### src/sv/linear_chirp_sample_generator_unit_defines.svh
// Assertion macros for the linear chirp sample generator
`ifndef LINEAR_CHIRP_SAMPLE_GENERATOR_UNIT_DEFINES_SVH
`define LINEAR_CHIRP_SAMPLE_GENERATOR_UNIT_DEFINES_SVH

// same-cycle implication, checked outside reset
`define LCSG_ASSERT_IMP(label, ante, cons, msg) \
    label: assert property (@(posedge aclk) disable iff (!aresetn) (ante) |-> (cons)) \
        else $error(msg);

// next-cycle implication, checked outside reset
`define LCSG_ASSERT_NEXT(label, ante, cons, msg) \
    label: assert property (@(posedge aclk) disable iff (!aresetn) (ante) |=> (cons)) \
        else $error(msg);

`endif

### src/sv/lcsg_pkg.sv
// Shared types, constants and helpers for the linear chirp sample generator
package lcsg_pkg;

    // default sizes
    localparam int DEF_TABLE_POINTS   = 8;
    localparam int DEF_MAX_CHANNELS   = 8;
    localparam int DEF_PHASE_BITS     = 32;
    localparam int DEF_SINE_ADDR_BITS = 10;

    // shared arithmetic widths
    localparam int MUL_W     = 32;
    localparam int DIV_DVD_W = 56;
    localparam int DIV_DVS_W = 32;

    // sine polynomial coefficients, Q30
    localparam logic [31:0] C1 = 32'd1686629713;
    localparam logic [31:0] C3 = 32'd693598668;
    localparam logic [31:0] C5 = 32'd85569306;
    localparam logic [31:0] C7 = 32'd5026995;
    localparam logic [31:0] C9 = 32'd172272;
    localparam logic [31:0] Q30_ONE = 32'h4000_0000;

    // request kinds
    localparam logic [1:0] KIND_TICK    = 2'd0;
    localparam logic [1:0] KIND_POINT   = 2'd1;
    localparam logic [1:0] KIND_RESTART = 2'd2;

    // sample formats
    localparam logic [1:0] FMT_U8  = 2'd0;
    localparam logic [1:0] FMT_S16 = 2'd1;
    localparam logic [1:0] FMT_S32 = 2'd2;

    // register indexes
    localparam logic [2:0] REG_START_STEP    = 3'd0;
    localparam logic [2:0] REG_STEP_DELTA    = 3'd1;
    localparam logic [2:0] REG_TOTAL_SAMPLES = 3'd2;
    localparam logic [2:0] REG_FADE_SAMPLES  = 3'd3;
    localparam logic [2:0] REG_SAMPLE_FORMAT = 3'd4;
    localparam logic [2:0] REG_CHANNEL_COUNT = 3'd5;
    localparam logic [2:0] REG_POINT_COUNT   = 3'd6;

    typedef struct packed {
        logic [1:0]  kind;
        logic [2:0]  point_index;
        logic [31:0] point_step;
        logic [15:0] point_gain;
    } lcsg_in_t;

    typedef struct packed {
        logic signed [31:0] sample;
        logic [2:0]         channel;
        logic               last;
        logic               finished;
    } lcsg_out_t;

    typedef struct packed {
        logic busy;
        logic done;
    } lcsg_div_stat_t;

    // Horner coefficients after the innermost one
    function automatic logic [31:0] poly_coef(input logic [1:0] idx);
        logic [31:0] c;
        case (idx)
            2'd0:    c = C7;
            2'd1:    c = C5;
            2'd2:    c = C3;
            default: c = C1;
        endcase
        return c;
    endfunction

endpackage

### src/sv/lcsg_mul.sv
// Shared registered 32x32 unsigned multiplier
module lcsg_mul import lcsg_pkg::*; (
    input  logic                 aclk,
    input  logic [MUL_W-1:0]     a,
    input  logic [MUL_W-1:0]     b,
    output logic [2*MUL_W-1:0]   p
);

    logic [2*MUL_W-1:0] p_reg;

    // product is registered and lands in the cycle after the operands
    always_ff @(posedge aclk) begin
        p_reg <= (2*MUL_W)'(a) * (2*MUL_W)'(b);
    end

    assign p = p_reg;

endmodule

### config.mk
export PLATFORM = sky130hd
export DESIGN_NAME = lcsg_mul
export DESIGN_NICKNAME = d
export VERILOG_FILES = /design/src/sv/linear_chirp_sample_generator_unit_defines.svh /design/src/sv/lcsg_pkg.sv /design/src/sv/lcsg_mul.sv
export SDC_FILE = /design/constraint.sdc
export NUM_CORES = 2
export LEC_CHECK = 0
export BUFFER_PORTS_ARGS = -buffer_cell sky130_fd_sc_hd__buf_2
export CORE_MARGIN = 3
export CORE_UTILIZATION = 30
export CTS_CLUSTER_SIZE = 12
export DETAILED_ROUTE_END_ITERATION = 10
export SLEW_MARGIN = 20
export SYNTH_ARGS = -nofsm -noshare
export SYNTH_HDL_FRONTEND = slang
export SYNTH_SLANG_ARGS = --single-unit
### constraint.sdc
create_clock -name aclk -period 6.75 [get_ports aclk]
set_clock_uncertainty 0.05 [all_clocks]
set_input_delay 0.3375 -clock aclk [delete_from_list [all_inputs] [get_ports aclk]]
set_output_delay 0.3375 -clock aclk [all_outputs]
set_load 0.05 [all_outputs]
[Word level (Yosys, flattened, before mapping)]
Index checks and enable logic that the tools add are counted.
Operators by class
  add/subtract/negate cells: 0
  multiply operators: 1
  div/mod/pow operators: 0
  $lt $le $gt $ge: 0
  equality and inequality tests: 0
  shifts and indexed selects: 0
  mux-type cells: 0
  bitwise operators: 0
  reductions and logical operators: 0
Operator list (count)
  32-bit by 32-bit multiplier with 64-bit output: 1
Storage, ports and cells
  flip-flop bits (word level): 64
  latch bits: 0
  memory bits (writable): 0
  ROM bits: 0
  output and inout port bits: 64
  memories kept: 0

[Logic depth before layout (Yosys ltp)]
  depth after elaboration: 1
  gate-level depth with buffers: 29
  gate-level depth less buffers: 27

[Worst setup path after synthesis]
OpenSTA, ideal clock, no wires.
  kind: in2reg
  from: in a[25]
  to: reg p_reg[62], in the netlist p[62]
  arrival time: 7019 ps
  slack: -390 ps
  stages on the path: 25
  buffers on the path: 2
  path through: clkbuf_1 > nand2_1 > fa_1 > inv_1 > fa_1 > inv_1 > fa_1 > inv_1 > fa_1 > fa_1 > fa_1 > fa_1 > inv_1 > fa_1 > inv_1 > ha_1 > buf_2 > nand4_1 > or4_1 > or3_1 > a31oi_1 > a31o_2 > a211oi_1 > o21ai_1 > xor2_1
Between the ends
  longest elaborated chain between the ends: 1
Ends and longest elaborated chain
  start, declared: line lcsg_mul.sv:4  | input logic [MUL_W-1:0] a,
  32-bit by 32-bit multiplier with 64-bit output: line lcsg_mul.sv:13  | p_reg <= (2*MUL_W)'(a) * (2*MUL_W)'(b);
  end signal, assigned: line lcsg_mul.sv:13
  end, declared: line lcsg_mul.sv:9  | logic [2*MUL_W-1:0] p_reg;
No other way between the ends.

[Worst setup path after layout]
  from: in b[9]
  to: reg p_reg[62], in the netlist p[62]
Between the ends
  longest elaborated chain between the ends: 1
Ends and longest elaborated chain
  start, declared: line lcsg_mul.sv:5  | input logic [MUL_W-1:0] b,
  32-bit by 32-bit multiplier with 64-bit output: line lcsg_mul.sv:13
No other way between the ends.

==> flow_summary.toml <==
[yosys]
ys_seq_area_frac = 0.0369
synth_cell_types = 57
synth_edf_count = 0
post_synth.cell_area_avg_um2 = 9.25
syn-instance-count = 3748
async_reset_ff_frac = 0
synth_top_area_share = 0.517
synth_seq_cells = 64
yosysWarnings = 0
synthTopCellsByCount = "fa_1, inv_1, and2_1"
synth_most_common_cell = "fa_1"
synth_area_leaders = "fa_1, and2_1, ha_1"
synth_fp_nets = 4972
synthFlopType = "dfxtp_1"
synth_largest_area_cell = "fa_1"
syn-cell-area_um2 = 34700

[placement]
placedCellCount = 5546
dpl_worst_slack_ns = -0.929
dp_hpwl_um = 85300
place.gp.congestion = 0.883
io_buffers = 128

[cts]
cts_buffer_depth = 2
cts_buffers = 9
cts_tree = "built"
holdBufCountCts = 0
clkTransAtPathRegs_ns = 0.07
cts_max_level = 3
cts.sinks = 64
cts_root_buf = "clkbuf_16"

[grt]
grt_pass1_wl_um = 155000
gr-total-overflow = 0
grt_use_total = 0.165
grt_pass1_vias = 27800
grt_antenna_before_repair = 7
grt_max_degree = 25
use_met2 = 0.303
grt_use_met1 = 0.200
top_usage_layer = "met2"
globalRouteMet3Util = 0.0209

[timing]
setup_slack_ns = -0.180
finalSetupViolCount = 8
whs_ns = 0.776
worst_pin_slew_ns = 0.623
grt_setup_unrepaired = "yes"
timing.fmax_ghz = 0.144
max_slew_margin = 0.582
slew_violations = 0
period_share = 1.03
finalHoldViolations = 0
finalCriticalPeriod_ns = 6.93

[floorplan]
num_rows = 124
dieArea_um2 = 120000
core_area_um2 = 115000
dieWidth_um = 346
initial_core_util = 0.303
ios = 129
fp.dieH_um = 346

[cells_and_area]
multi_input_area_um2 = 30300
seqCellArea_um2 = 1280
layout-drive-gt1-share = 0.187
fin_cells = 5607
largest_reg_flops = 64
syn_to_final_growth_pct = 20.8
fillers = 11600
layout.nets = 5313
final_util = 0.366

[run_status]
violations = "setup timing"
status = "complete, but fails checks"

[drt]
wl_um = 97500
drc = 0
drtPass1Iterations = 5
wl_per_cell_um = 17.4
ant_nets = 0
via_count = 25600
drt_iter0_markers = 1148
viasPerCell = 4.57

[critical_path]
start_kind = "primary input"
arrival_ns = 7.18
worstSetupPathType = "primary input to register"
crit_fanout = 12
required_ns = 7.00
end_kind = "register"
critical_path.startpoint = "b[9]"

[min_path]
hold_path_startpoint = "b[0]"
hold_path.class = "primary input to register"

[flow_run]
drv_cap = 0
==> routing by layer <==
metal / vias to the layer above / part of all wire
li1: 11500 / -
met1: 13300 / 0.39
met2: 581 / 0.53
met3: 165 / 0.042
met4: 0 / 0.039
met5: - / 0
==> repair_timing <==
item | in CTS | in global routing
setup endpoints to repair | 26 | 25
gates resized for setup | 189 | 191
pin swaps | 71 | 118
gates cloned | 2 | 2
setup buffers | 19 | 25
==> placed cells by master (no fill, tap or decap), types with 5 or more instances in the layout <==
| cell | instances |
|---|---|
| fa_1 | 870 |
| fa_2 | 26 |
| dfxtp_1 | 64 |
| nand2_4 | 5 |
| a21oi_1 | 37 |
| clkbuf_16 | 11 |
| nand4_1 | 23 |
| o21ai_1 | 6 |
| a21oi_4 | 8 |
| inv_2 | 22 |
| buf_12 | 35 |
| nand2_2 | 8 |
| xnor2_1 | 32 |
| and2_1 | 570 |
| o21a_1 | 9 |
| buf_6 | 67 |
| and3_1 | 13 |
| nor3_1 | 5 |
| ha_1 | 242 |
| a31oi_1 | 7 |
| o21bai_1 | 9 |
| a21o_1 | 39 |
| xor2_1 | 25 |
| a21oi_2 | 21 |
| and2_4 | 32 |
| nand2_1 | 467 |
| nor2_2 | 6 |
| o21ai_0 | 16 |
| inv_1 | 843 |
| o31ai_4 | 5 |
| buf_4 | 347 |
| nor2_1 | 14 |
| buf_2 | 76 |
| ha_4 | 21 |
| buf_8 | 18 |
| nand3_1 | 10 |
==> cell type report <==
cell class	instances	share of cell area
inverter	865	0.0775
antenna	1	0.0000598
clock inverter	5	0.00194
timing repair buffer	550	0.117
multi-input combinational	2599	0.722
tap	1512	0.0452
clock buffer	11	0.00556
sequential	64	0.0306
==> cell families after synthesis <==
family,after synthesis,synth area share
AND/OR/NAND/NOR,1177,0.176
adder cells (fa/ha/maj),1159,0.612
buffers and inverters,1085,0.118
AO/OA/AOI/OAI,202,0.0415
flip-flops,64,0.0369
XOR/XNOR,60,0.0152
multiplexers,1,0.000289
==> worst paths after layout <==
kind	endpoint	slack, ns	depth (start not counted)
setup / recovery	p[62]$_DFF_P_	-0.18	26
hold / removal	p[0]$_DFF_P_	0.78	4
==> metrics by stage <==
stage / area (um2) / TNS [ns]
3_3_place_gp: 39600 / -19.27
5_1_grt: 41900 / -3.19
3_5_place_dp: 39600 / -21.43
2_1_floorplan: 35100 / -0.496
6_report: 41900 / -0.607
4_1_cts: 40900 / -0.507
==> worst max-delay path, cell delays in order <==
cell	delay [ns]
buf_8	0.13
buf_6	0.14
and2_4	0.13
fa_1	0.47
fa_1	0.57
inv_2	0.05
fa_1	0.45
fa_1	0.54
inv_1	0.05
fa_1	0.59
fa_1	0.44
fa_1	0.49
inv_1	0.06
fa_1	0.47
inv_1	0.04
ha_1	0.29
nand4_1	0.13
buf_4	0.18
nor3_2	0.31
o2111ai_2	0.32
a31oi_4	0.21
buf_6	0.14
a31o_4	0.20
a211oi_4	0.07
o21ai_1	0.17
xor2_1	0.15
Power is left out: the tool's default activity adds up to more than one toggle a clock period on the data nets, which glitch-free logic cannot reach.
