$ cat config.mk
export PLATFORM = sky130hd
export DESIGN_NAME = lcsg_div
export DESIGN_NICKNAME = d
export VERILOG_FILES = /design/src/sv/linear_chirp_sample_generator_unit_defines.svh /design/src/sv/lcsg_pkg.sv /design/src/sv/lcsg_div.sv
export SDC_FILE = /design/constraint.sdc
export NUM_CORES = 1
export LEC_CHECK = 0
export BUFFER_PORTS_ARGS = -buffer_cell sky130_fd_sc_hd__buf_4
export CORE_AREA = 2 2 111 124
export CTS_BUF_LIST = sky130_fd_sc_hd__clkbuf_4 sky130_fd_sc_hd__clkbuf_8
export CTS_CLUSTER_SIZE = 8
export DETAILED_ROUTE_END_ITERATION = 8
export DIE_AREA = 0 0 113 126
export MAX_ROUTING_LAYER = met4
export PLACE_DENSITY = 0.85
export SLEW_MARGIN = 20
export SYNTH_ARGS = -nofsm -noshare
export SYNTH_HDL_FRONTEND = slang
export SYNTH_SLANG_ARGS = --single-unit
$ cat constraint.sdc
create_clock -name aclk -period 4.05 [get_ports aclk]
set_input_delay 0.405 -clock aclk [delete_from_list [all_inputs] [get_ports aclk]]
set_output_delay 0.405 -clock aclk [all_outputs]
set_load 0.05 [all_outputs]
$ cat src/sv/linear_chirp_sample_generator_unit_defines.svh
// Assertion macros for the linear chirp sample generator
`ifndef LINEAR_CHIRP_SAMPLE_GENERATOR_UNIT_DEFINES_SVH
`define LINEAR_CHIRP_SAMPLE_GENERATOR_UNIT_DEFINES_SVH

// same-cycle implication, checked outside reset
`define LCSG_ASSERT_IMP(label, ante, cons, msg) \
    label: assert property (@(posedge aclk) disable iff (!aresetn) (ante) |-> (cons)) \
        else $error(msg);

// next-cycle implication, checked outside reset
`define LCSG_ASSERT_NEXT(label, ante, cons, msg) \
    label: assert property (@(posedge aclk) disable iff (!aresetn) (ante) |=> (cons)) \
        else $error(msg);

`endif

$ cat src/sv/lcsg_pkg.sv
// Shared types, constants and helpers for the linear chirp sample generator
package lcsg_pkg;

    // default sizes
    localparam int DEF_TABLE_POINTS   = 8;
    localparam int DEF_MAX_CHANNELS   = 8;
    localparam int DEF_PHASE_BITS     = 32;
    localparam int DEF_SINE_ADDR_BITS = 10;

    // shared arithmetic widths
    localparam int MUL_W     = 32;
    localparam int DIV_DVD_W = 56;
    localparam int DIV_DVS_W = 32;

    // sine polynomial coefficients, Q30
    localparam logic [31:0] C1 = 32'd1686629713;
    localparam logic [31:0] C3 = 32'd693598668;
    localparam logic [31:0] C5 = 32'd85569306;
    localparam logic [31:0] C7 = 32'd5026995;
    localparam logic [31:0] C9 = 32'd172272;
    localparam logic [31:0] Q30_ONE = 32'h4000_0000;

    // request kinds
    localparam logic [1:0] KIND_TICK    = 2'd0;
    localparam logic [1:0] KIND_POINT   = 2'd1;
    localparam logic [1:0] KIND_RESTART = 2'd2;

    // sample formats
    localparam logic [1:0] FMT_U8  = 2'd0;
    localparam logic [1:0] FMT_S16 = 2'd1;
    localparam logic [1:0] FMT_S32 = 2'd2;

    // register indexes
    localparam logic [2:0] REG_START_STEP    = 3'd0;
    localparam logic [2:0] REG_STEP_DELTA    = 3'd1;
    localparam logic [2:0] REG_TOTAL_SAMPLES = 3'd2;
    localparam logic [2:0] REG_FADE_SAMPLES  = 3'd3;
    localparam logic [2:0] REG_SAMPLE_FORMAT = 3'd4;
    localparam logic [2:0] REG_CHANNEL_COUNT = 3'd5;
    localparam logic [2:0] REG_POINT_COUNT   = 3'd6;

    typedef struct packed {
        logic [1:0]  kind;
        logic [2:0]  point_index;
        logic [31:0] point_step;
        logic [15:0] point_gain;
    } lcsg_in_t;

    typedef struct packed {
        logic signed [31:0] sample;
        logic [2:0]         channel;
        logic               last;
        logic               finished;
    } lcsg_out_t;

    typedef struct packed {
        logic busy;
        logic done;
    } lcsg_div_stat_t;

    // Horner coefficients after the innermost one
    function automatic logic [31:0] poly_coef(input logic [1:0] idx);
        logic [31:0] c;
        case (idx)
            2'd0:    c = C7;
            2'd1:    c = C5;
            2'd2:    c = C3;
            default: c = C1;
        endcase
        return c;
    endfunction

endpackage

$ cat src/sv/lcsg_div.sv
// Shared restoring divider, one quotient bit per cycle
module lcsg_div import lcsg_pkg::*; (
    input  logic                  aclk,
    input  logic                  aresetn,
    input  logic                  start,
    input  logic [DIV_DVD_W-1:0]  dividend,
    input  logic [DIV_DVS_W-1:0]  divisor,
    output logic [DIV_DVD_W-1:0]  quotient,
    output lcsg_div_stat_t        stat
);

    localparam int CNT_W = $clog2(DIV_DVD_W);

    logic [DIV_DVD_W-1:0] dvd_reg;
    logic [DIV_DVS_W-1:0] dvs_reg;
    logic [DIV_DVS_W-1:0] rem_reg;
    logic [CNT_W-1:0]     cnt_reg;
    logic                 busy_reg;
    logic                 done_reg;
    logic [DIV_DVS_W:0]   trial;
    logic [DIV_DVS_W:0]   diff;
    logic                 ge;

    // trial subtract of the shifted remainder
    assign trial = {rem_reg, dvd_reg[DIV_DVD_W-1]};
    assign diff  = trial - {1'b0, dvs_reg};
    assign ge    = trial >= {1'b0, dvs_reg};

    // control
    always_ff @(posedge aclk) begin
        if (!aresetn) begin
            busy_reg <= 1'b0;
            done_reg <= 1'b0;
            cnt_reg  <= '0;
        end else begin
            done_reg <= 1'b0;
            if (start) begin
                busy_reg <= 1'b1;
                cnt_reg  <= '0;
            end else if (busy_reg) begin
                cnt_reg <= cnt_reg + 1'b1;
                if (cnt_reg == CNT_W'(DIV_DVD_W - 1)) begin
                    busy_reg <= 1'b0;
                    done_reg <= 1'b1;
                end
            end
        end
    end

    // datapath: quotient bits shift in where the dividend shifts out
    always_ff @(posedge aclk) begin
        if (start) begin
            dvd_reg <= dividend;
            dvs_reg <= divisor;
            rem_reg <= '0;
        end else if (busy_reg) begin
            rem_reg <= ge ? diff[DIV_DVS_W-1:0] : trial[DIV_DVS_W-1:0];
            dvd_reg <= {dvd_reg[DIV_DVD_W-2:0], ge};
        end
    end

    assign quotient  = dvd_reg;
    assign stat.busy = busy_reg;
    assign stat.done = done_reg;

endmodule

-- Word-level counts from Yosys, hierarchy flattened
Cells that the tools add are included.
- logic and storage cells: 22
- output and inout bits: 58
- bits in registers: 128
- $lt $le $gt $ge: 1
- multiplexer cells: 7
- eq/ne operators: 1
- bitwise operators: 2
- add/sub/neg operators: 2
- reduce and logical (&&, ||, !) cells: 3
- operator list (kind ; count):
    $mux W56 ; 2
    $ge A33 B32 Y1 ; 1
    $mux W32 ; 1
    $sub A32 B32 Y32 ; 1
    $add A6 B1 Y6 const B ; 1
    $eq A6 B6 Y1 const B ; 1
    $mux W1 ; 4
    $reduce_or A3 Y1 ; 1
    $not A1 Y1 ; 2
    $reduce_bool A2 Y1 ; 1
    $reduce_or A2 Y1 ; 1

-- Longest topological paths before layout
- depth after elaboration: 4
- depth in mapped cells: 13

-- Worst setup path before layout
OpenSTA, ideal clock, no wires.
- kind: register -> register
- start: register dvd_reg[55] (netlist: quotient[55])
- end: register rem_reg[30]
- setup slack: 0.948 ns
- library setup time: 0.077 ns
- data arrival time: 3.025 ns
- path buffers: 0
- stages on the path, launching flop included: 12
- data required time: 3.973 ns
- cells stage by stage: edfxtp_1 > inv_1 > ha_1 > fa_1 > nand2b_1 > a21o_1 > a211oi_1 > o211a_1 > nor3_1 > and4b_1 > or4_1 > a41oi_2
- cells in the longest elaborated chain, start to end: 2
- ends and longest elaborated chain (item ; RTL line ; RTL):
    start, declared ; lcsg_div.sv:14 ; logic [DIV_DVD_W-1:0] dvd_reg;
    start signal, assigned ; lcsg_div.sv:53 ; dvd_reg <= dividend;
    start signal, assigned ; lcsg_div.sv:58 ; dvd_reg <= {dvd_reg[DIV_DVD_W-2:0], ge};
    $sub A32 B32 Y32 or $ge A33 B32 Y1 (tied branches) ; lcsg_div.sv:26, lcsg_div.sv:27 ;
    $mux W32 (*) ; lcsg_div.sv:57 ; rem_reg <= ge ? diff[DIV_DVS_W-1:0] : trial[DIV_DVS_W-1:0];
    end signal, assigned ; lcsg_div.sv:57 ;
    end, declared ; lcsg_div.sv:16 ; logic [DIV_DVS_W-1:0] rem_reg;
Mark *: on every way between the ends. The rest lies on a longest branch, timed or not.
A chain may end at the register's enable or synchronous reset.

-- Worst setup path in the final report
- start: register dvs_reg[10]
- end: register rem_reg[6]
- cells in the longest elaborated chain, start to end: 2
- ends and longest elaborated chain (item ; RTL line ; RTL):
    start, declared ; lcsg_div.sv:15 ; logic [DIV_DVS_W-1:0] dvs_reg;
    start signal, assigned ; lcsg_div.sv:54 ; dvs_reg <= divisor;
    $ge A33 B32 Y1 ; lcsg_div.sv:27 ; assign ge = trial >= {1'b0, dvs_reg};
    $mux W32 ; lcsg_div.sv:57 ;
Every way passes these cells.

==> impl_metrics.tcl <==
set metrics [dict create \
    grt_pass1_vias 5839 \
    ant_nets 0 \
    cts.sinks 128 \
    hold_path.class "primary input to register" \
    layout_commonest_cell "buf_4" \
    syn_nets 805 \
    synth_area_leaders "edfxtp_1, dfxtp_1, mux2_2" \
    cp-end-kind "register" \
    use_met3_pct 7.51 \
    first_pass_iters 9 \
    nets 936 \
    ys_ff_latch 128 \
    drc 2 \
    stdcell_area_um2 8760 \
    cts_made_buffers 17 \
    synth_cell_types 63 \
    finalMaxSlewViolations 0 \
    clkLatencyLatePin_ns 0.45 \
    routed_via_density 5.88 \
    violations "design-rule violations" \
    start_util_pct 55.7 \
    critPathKind "register to register" \
    max_freq_mhz 289 \
    layout_common_cells "buf_4, edfxtp_1, nand2_1" \
    worstMarginPinSlew_ns 0.999 \
    routed_wl_um 17600 \
    cp.arrival_ns 3.80 \
    antenna_found_initial 0 \
    ys.flop_type "edfxtp_1" \
    fin_crit_ns 3.45 \
    synth_enable_flop_cells 88 \
    num_rows 44 \
    synth_top_area_share_pct 36.5 \
    final_hold_viol_count 0 \
    post_drt_wl_per_cell_um 17.9 \
    die_x_um 113 \
    cts_max_level 4 \
    syn2layout_area_growth_pct 21.0 \
    async_flop_share_pct 0 \
    hpwl_um 12700 \
    final_layout_size_suffix_gt1_share_pct 31.8 \
    ir_worst_vdd_uv 396 \
    diodes 0 \
    hold_buffers 0 \
    r2r_cells 11 \
    grt_usage_pct 26.0 \
    power_leakage_nw 3.64 \
    critPathLaunchType "register" \
    grtUsageMet2_pct 42.9 \
    num_vias 5787 \
    core_um2 13000 \
    grt_start_max_net_pins 83 \
    p_per_area_nw_per_um2 397 \
    status "finished with violations" \
    setup_viol 0 \
    total_power_mw 3.48 \
    largest_register_ffs 56 \
    busiest_layer "met2" \
    drv_cap 0 \
    finalWeightedCongestion 0.982 \
    cts.clk_slew.worst_paths_ns 0.08 \
    ios 149 \
    syn_avg_cell_area_um2 10.6 \
    grt_remaining_overflow 0 \
    yosysWarnings 0 \
    dpl_cell_area_um2 8390 \
    clock-root-buffer "clkbuf_8" \
    whs_path_depth 1 \
    fin_util_pct 67.4 \
    maxSlewHeadroom_pct 33.4 \
    grt_pass1_wl_um 28500 \
    path_max_fanout 13 \
    drt_iter0_markers 458 \
    syn_inst 680 \
    synth_area_um2 7240 \
    die_y_um 126 \
    dieArea_um2 14200 \
    rsz0062_at_grt "no" \
    use_met1_pct 30.5 \
    min_period_over_period_pct 85.3 \
    yosysTopAreaCell "edfxtp_1" \
    cts_resized 0 \
    fin_skew_ns 0.0138 \
    crit_required_ns 4.40 \
    port_buffers 148 \
    yosysSeqAreaShare_pct 47.6 \
    post-cts-setup-buffers 0 \
    setup_tns_ns 0 \
    cts_buffer_depth 2 \
    tritoncts "built" \
]
## cells by family (layout without fill, tap and decap cells)
family,count (synthesis),in the layout,share of synthesized area (%)
buffers and inverters,81,224,4.79
multiplexers,61,61,9.40
AO/OA/AOI/OAI,155,155,16.0
AND/OR/NAND/NOR,195,195,13.2
XOR/XNOR,26,26,3.15
adder cells (fa/ha/maj),34,34,5.98
flip-flops,128,128,47.6
## per-layer routing
layer  part of all wire, %  up-vias  wire [µm]
li1                      -     2774          -
met1                    41     2747       7130
met2                    50      232       8710
met3                   7.7       34       1360
met4                   2.2        0        380
met5                     0        -          0
## area by class of cell
type | instances | area [µm²]
Fill cell | 969 | 4240
Sequential cell | 128 | 3440
Timing Repair Buffer | 153 | 1150
Clock buffer | 19 | 249
Tap cell | 161 | 201
Multi-Input combinational cell | 471 | 3450
Clock inverter | 12 | 113
Inverter | 40 | 151
## synthesized netlist by cell type (all sizes together) (12+ instances only)
library cell / count
a21oi: 37
a311oi: 18
clkbuf: 31
dfxtp: 40
edfxtp: 88
ha: 33
inv: 40
mux2: 56
nand2: 70
nand4: 12
nor2: 45
nor3: 13
o21ai: 32
xnor2: 15
## metrics by stage
step | hold slack [ns] | setup WS [ns] | std cells
2_1_floorplan | 0.435 | 0.948 | 680
3_3_place_gp | 0.448 | 0.785 | 953
3_5_place_dp | 0.486 | 0.654 | 953
4_1_cts | 0.0988 | 0.607 | 984
5_1_grt | 0.0910 | 0.324 | 984
6_report | 0.126 | 0.595 | 984
## final timing paths
kind	from	endpoint	slack (ns)
worst max-delay path	dvs_reg[10]$_DFFE_PP_	rem_reg[6]$_SDFFE_PP0P_	0.60
worst min-delay path	divisor[23]	dvs_reg[23]$_DFFE_PP_	0.13
worst max register to register	dvs_reg[10]$_DFFE_PP_	rem_reg[6]$_SDFFE_PP0P_	0.60
worst min register to register	cnt_reg[5]$_SDFFE_PP0P_	cnt_reg[5]$_SDFFE_PP0P_	0.50
## report_power, final
group          switching, mW  internal [mW]
Sequential            0.0591           1.52
Clock                  0.530          0.496
Combinational          0.539          0.331
## worst max-delay path, stage by stage (launching register included)
cell	delay [ns]
edfxtp_1	0.33
inv_1	0.05
ha_1	0.41
nand4_1	0.22
or3_1	0.45
a31oi_4	0.22
o21a_1	0.21
nor3_4	0.08
nor2_1	0.66
buf_4	0.32
nand3_1	0.10
a311oi_2	0.29
(Power assumes the default switching activity.)
